===== src/hw/rtl/sil_pkg.sv =====
// Shared types and constants for the sorted insert list.
// No dependencies; every other file of the block uses this package.
`timescale 1ns / 1ps
`default_nettype none

package sil_pkg;

    // default geometry
    localparam int CAPACITY   = 64;
    localparam int VALUE_BITS = 31;

    // request kinds
    typedef enum logic [1:0] {
        FUNC_ADD      = 2'd0,
        FUNC_GET      = 2'd1,
        FUNC_SET      = 2'd2,
        FUNC_CONTAINS = 2'd3
    } func_t;

    // result status codes
    typedef enum logic [1:0] {
        STAT_OK    = 2'd0,
        STAT_FULL  = 2'd1,
        STAT_RANGE = 2'd2
    } status_t;

    // request sequencer states
    typedef enum logic [1:0] {
        S_IDLE    = 2'd0,
        S_COMPARE = 2'd1,
        S_APPLY   = 2'd2
    } state_t;

    // control broadcast from the sequencer to every cell
    typedef struct packed {
        logic capture;     // register compare flags
        logic ins_sorted;  // ordered insert with shift
        logic append;      // write at the tail position
        logic set;         // overwrite the selected position
    } cell_ctl_t;

endpackage

`default_nettype wire


===== src/hw/rtl/sil_cell.sv =====
// One list position: holds an entry, compares it against the request and
// shifts from its left neighbour on ordered insert. Depends on sil_pkg.
`timescale 1ns / 1ps
`default_nettype none

module sil_cell #(
    parameter int VALUE_BITS = sil_pkg::VALUE_BITS,
    parameter int INDEX_BITS = 6,
    parameter int COUNT_BITS = 7,
    parameter int POS        = 0
) (
    input  wire logic                  clk,
    input  wire sil_pkg::cell_ctl_t    ctl,
    input  wire logic [VALUE_BITS-1:0] value,
    input  wire logic [INDEX_BITS-1:0] index,
    input  wire logic [COUNT_BITS-1:0] count,
    input  wire logic [VALUE_BITS-1:0] left_entry,
    input  wire logic                  shift_in,
    input  wire logic [VALUE_BITS-1:0] rd_in,
    input  wire logic                  found_in,
    output logic      [VALUE_BITS-1:0] entry,
    output logic                       shift_out,
    output logic      [VALUE_BITS-1:0] rd_out,
    output logic                       found_out
);

    localparam logic [COUNT_BITS-1:0] POS_C = COUNT_BITS'(POS);
    localparam logic [INDEX_BITS-1:0] POS_I = INDEX_BITS'(POS);

    logic [VALUE_BITS-1:0] entry_reg;
    logic [VALUE_BITS-1:0] entry_next;
    logic                  ge_reg;
    logic                  eq_reg;
    logic                  sel_reg;
    logic                  tail_reg;
    logic                  occupied;

    assign occupied = (POS_C < count);

    // compare flags, taken once per request
    always_ff @(posedge clk)
    begin
        if (ctl.capture)
        begin
            ge_reg   <= occupied && (entry_reg >= value);
            eq_reg   <= occupied && (entry_reg == value);
            sel_reg  <= (index == POS_I);
            tail_reg <= (count == POS_C);
        end
    end

    // entry update: shift, insert, append or overwrite
    always_comb
    begin
        entry_next = entry_reg;
        if (ctl.ins_sorted)
        begin
            if (shift_in)
                entry_next = left_entry;
            else if (ge_reg || tail_reg)
                entry_next = value;
        end
        else if (ctl.append && tail_reg)
            entry_next = value;
        else if (ctl.set && sel_reg)
            entry_next = value;
    end

    always_ff @(posedge clk)
    begin
        entry_reg <= entry_next;
    end

    // chained results towards the last cell
    assign entry     = entry_reg;
    assign shift_out = shift_in | ge_reg;
    assign rd_out    = rd_in | (sel_reg ? entry_reg : '0);
    assign found_out = found_in | eq_reg;

endmodule

`default_nettype wire


===== config.mk =====
export PLATFORM = sky130hd
export DESIGN_NAME = sil_cell
export DESIGN_NICKNAME = d
export VERILOG_FILES = /design/src/hw/rtl/sil_pkg.sv /design/src/hw/rtl/sil_cell.sv
export SDC_FILE = /design/constraint.sdc
export NUM_CORES = 1
export LEC_CHECK = 0
export BUFFER_PORTS_ARGS = -buffer_cell sky130_fd_sc_hd__buf_2
export CORE_ASPECT_RATIO = 0.5
export CORE_MARGIN = 2
export CORE_UTILIZATION = 38
export DETAILED_ROUTE_END_ITERATION = 6
export PLACE_DENSITY = 0.86
export SYNTH_ARGS = -nofsm -noshare
export SYNTH_HDL_FRONTEND = slang
export SYNTH_SLANG_ARGS = --single-unit

===== constraint.sdc =====
create_clock -name clk -period 2.35 [get_ports clk]
set_clock_uncertainty 0.1 [all_clocks]
set_input_delay 0.1175 -clock clk [delete_from_list [all_inputs] [get_ports clk]]
set_output_delay 0.1175 -clock clk [all_outputs]
set_load 0.02 [all_outputs]

; ---- Yosys cells after proc, flatten, opt, wreduce, memory -nomap -nowiden
; Cells that the tools add are included.
[classes]
n_reduce_logical = 9
bitwise_logic = 3
mux = 6
magnitude_cmp = 2
n_eq_ne = 2
[op_table]
columns = cell, n
row1 = two-way mux 31 bit, 6
row2 = equality test 31 bit, 1
row3 = greater-or-equal comparator 31 bit, 1
row4 = bitwise OR 31 bit, 1
row5 = zero test 7 bit, 1
row6 = "< comparator 1 x 7 -> 1 bit, first input constant", 1
row7 = zero test 6 bit, 1
row8 = logical AND 1 bit, 4
row9 = "!= test 3 x 1 -> 1 bit, second input constant", 1
row10 = nonzero test 3 bit, 1
row11 = bitwise OR 1 bit, 2
row12 = AND reduction 2 bit, 1
row13 = logical OR 1 bit, 1
[word_totals]
word_cells = 27
out_inout_bits = 64
reg_bits = 35

; ---- Logic depth before layout (Yosys ltp)
[depth]
depth_word = 4
depth_mapped = 7

; ---- Least setup slack after synthesis
; No wires, ideal clock.
[synth_timing]
path_type = reg-to-reg
startpoint = reg ge_reg
endpoint = reg entry_reg[0] (netlist: entry[0]), enable pin
arrival_time_ps = 2074
setup_slack_ps = -254
path_buffers = 0
stages_incl_launch_ff = 4
required_time_ps = 1820
synth_period_minus_slack_ps = 2604
cell_sequence = edfxtp_1 -> or2_2 -> nor2_1 -> a21oi_1
[synth_via]
elab_chain_len = 3
[synth_lines]
columns = item, line_no
row1 = from (decl), sil_cell.sv:32  ; logic ge_reg;
row2 = from (signal assigned), sil_cell.sv:45  ; ge_reg <= occupied && (entry_reg >= value);
row3 = logical OR 1 bit, sil_cell.sv:60  ; else if (ge_reg || tail_reg)
row4 = != test 3 x 1 -> 1 bit (no line), -
row5 = AND reduction 2 bit (no line), -
row6 = to (signal assigned), sil_cell.sv:71  ; entry_reg <= entry_next;
row7 = to (decl), sil_cell.sv:30  ; logic [VALUE_BITS-1:0] entry_reg;
; Every way passes these cells.
; A chain may end at the register's enable or synchronous reset.

; ---- Worst setup path after layout
[layout_timing]
startpoint = reg entry_reg[18] (netlist: entry[18])
endpoint = reg ge_reg, data pin
[layout_via]
elab_chain_len = 2
[layout_lines]
columns = item, line_no
row1 = greater-or-equal comparator 31 bit, sil_cell.sv:45
row2 = logical AND 1 bit, sil_cell.sv:45
; Every way passes these cells.

==> flow_metrics.tcl <==
set metrics [dict create \
    status "finished, final reports clean" \
    place_congestion 0.792 \
    nets 544 \
    cts_tree "yes" \
    reg2reg_to "ge_reg$_DFFE_PP_" \
    design.die.area_um2 7360 \
    max_slew_margin_pct 30.3 \
    synth_cell_types 32 \
    hold_path.startpoint "ctl[3]" \
    post_drt_wl_per_cell_um 14.4 \
    grt_pass1_wl_um 10300 \
    hold_depth 1 \
    setup_tns_ns 0 \
    globalRouteTotalUtil_pct 18.0 \
    worstMarginPinSlew_ns 1.04 \
    wl_met2_um 3760 \
    worstSetupStartpointType "flip-flop" \
    fin_crit_ns 2.01 \
    rows 20 \
    drv_slew 0 \
    leakage_nw 1.93 \
    vias_per_cell 4.84 \
    cp_slowest_cell "edfxtp_1" \
    multi_input_area_um2 1350 \
    root_buffer "clkbuf_16" \
    wl_um 7050 \
    post-route-util_pct 58.4 \
    seqCellArea_um2 1050 \
    numCtsBuffers 5 \
    antenna_found_initial 0 \
    power_density_nw_per_um2 559 \
    fmax_mhz 497 \
    synthTopCellsByCount "35 x edfxtp_1, 33 x a21o_1, 31 x ha_1, 31 x inv_1, 31 x mux2_2" \
    total_power_mw 2.04 \
    drtAntennaViolNets 0 \
    netlist_instances 221 \
    yosys_warnings 0 \
    dr.first_iter.drc_count 108 \
    coreArea_um2 6260 \
    numPortBuffers 176 \
    clk_pin_slew_ns 0.05 \
    fillerInstances 554 \
    cp.required_ns 2.26 \
    n_antenna_cell 0 \
    hold_class "input pin to flip-flop" \
    reg2reg_from "entry[18]$_DFFE_PP_" \
    finalHoldViolCount 0 \
    async_flop_share_pct 0 \
    cts_sinks 35 \
    ys_ff_latch 35 \
    seq_area_frac_synth_pct 41.6 \
    finalSetupViolCount 0 \
    slowest_delay_ns 0.41 \
    cts_setup_buffers 0 \
    synthesis.area_um2 2530 \
    rsz0062_at_grt "false" \
    whs_endpoint "eq_reg$_DFFE_PP_" \
    synth_top_area_share_pct 41.6 \
    wl_met3_um 313 \
    max-cap-violations 0 \
    initial_core_util_pct 40.4 \
    drc 0 \
    synth-edff-count 35 \
    clkLatencyLatePin_ns 0.28 \
    cts.repair.resized 0 \
    clockBufferDepth 2 \
    min_period_over_period_pct 85.7 \
    fp.dieH_um 61.7 \
    r2r_cells 6 \
    ctsHoldBuffers 0 \
    grt_pass1_vias 2280 \
    yosysTopAreaCell "edfxtp_1" \
    syn_nets 365 \
    cp_top_family "simple AND/OR/NAND/NOR gates" \
    syn_area_per_cell_um2 11.4 \
    crit_chain "ha_1 > and4_1 > and4bb_1 > nand3_2 > nor4bb_1 > a31oi_1" \
    met1Wirelength_um 2910 \
    path_buf_inv 0 \
    drive_gt1_share_pct 55.1 \
    num_vias 2368 \
    grt_max_degree 32 \
    largest_reg_flops 31 \
    highest_layer "met4" \
    synth_area_leaders "edfxtp_1 42%, ha_1 15%, mux2_2 14%" \
    overflow 0 \
    synth.most_common_cell "edfxtp_1" \
    stdcell_count 489 \
    hold_slack_ns 0.00665 \
    io_pins 177 \
    synthToLayoutAreaGrowth_pct 44.6 \
    crit_fanout 3 \
    r2r_slack_ns 0.34 \
    drt_pass1_iterations 4 \
    peakVddDrop_mv 0.257 \
    hpwl_um 5570 \
    crit_type "flip-flop to flip-flop" \
    place_inst 481 \
    htree_levels 2 \
    cp.arrival_ns 1.93 \
    cp-end-kind "flip-flop" \
    ys.flop_type "edfxtp_1" \
    fp.dieW_um 119 \
]
==> worst register-to-register path, stage by stage, from the launching register on <==
cell and delay (ns):
edfxtp_1 0.41, ha_1 0.32, and4_1 0.22, and4bb_1 0.23, nand3_2 0.07, nor4bb_1 0.29
a31oi_1 0.12
==> metal layers <==
metal | track usage [%] | up-vias
met5 | 0 | -
met2 | 35.8 | 61
met4 | 6.05 | 0
met3 | 3.89 | 8
met1 | 20.1 | 1110
li1 | - | 1189
==> worst max path at each step <==
stage,from,to,cells past startpoint
detailed placement,entry[18]$_DFFE_PP_,ge_reg$_DFFE_PP_,6
finish,entry[18]$_DFFE_PP_,ge_reg$_DFFE_PP_,6
CTS,entry[18]$_DFFE_PP_,ge_reg$_DFFE_PP_,6
floorplan,entry[21]$_DFFE_PP_,ge_reg$_DFFE_PP_,6
global placement,entry[18]$_DFFE_PP_,ge_reg$_DFFE_PP_,6
global route,entry[2]$_DFFE_PP_,ge_reg$_DFFE_PP_,6
==> placed cells by master (no fill, tap or decap), types with 2 or more instances in the layout <==
master,synthesis,routed
ha_1,31,31
mux2_2,31,31
nand2_1,3,3
nand4_1,5,5
a221oi_1,2,2
and4_1,2,2
a21o_1,33,33
edfxtp_1,35,35
clkinv_1,0,2
inv_1,31,31
a21oi_1,12,11
clkbuf_16,0,5
o21ai_0,2,2
nor2_1,5,5
buf_4,0,2
buf_2,3,176
or2_2,2,2
nand3_1,5,5
==> cells by family (layout without fill, tap and decap cells) <==
| family | Yosys count | count (layout) | share of synthesized area [%] |
|---|---|---|---|
| adders and majority gates | 31 | 31 | 15.3 |
| and+or+nand+nor | 32 | 32 | 8.46 |
| buffers and inverters | 37 | 217 | 5.64 |
| DFF | 35 | 35 | 41.6 |
| AOI/OAI and AO/OA | 55 | 55 | 15.2 |
| muxes | 31 | 31 | 13.8 |
==> where the power goes <==
group          total [mW]  switching [mW]  leakage, nW  internal [mW]
clock network       0.624           0.239       0.0659          0.385
logic               0.609           0.338         1.52          0.271
registers           0.811          0.0439        0.351          0.767
total                2.04           0.621         1.93           1.42
==> per-stage QoR <==
step | worst slack (ns) | instance area, µm²
2_1_floorplan | 0.345 | 2530
3_3_place_gp | 0.400 | 3520
3_5_place_dp | 0.353 | 3520
6_report | 0.336 | 3660
5_1_grt | 0.244 | 3660
4_1_cts | 0.330 | 3660
==> area by class of cell <==
cell class	instances	share of cell area [%]
multi-input combinational	149	36.8
sequential	35	28.7
timing repair buffer	178	24.5
clock buffer	6	3.52
inverter	31	3.18
tap	88	3.01
clock inverter	2	0.205
Note: power is estimated with default switching activity, not from simulation.
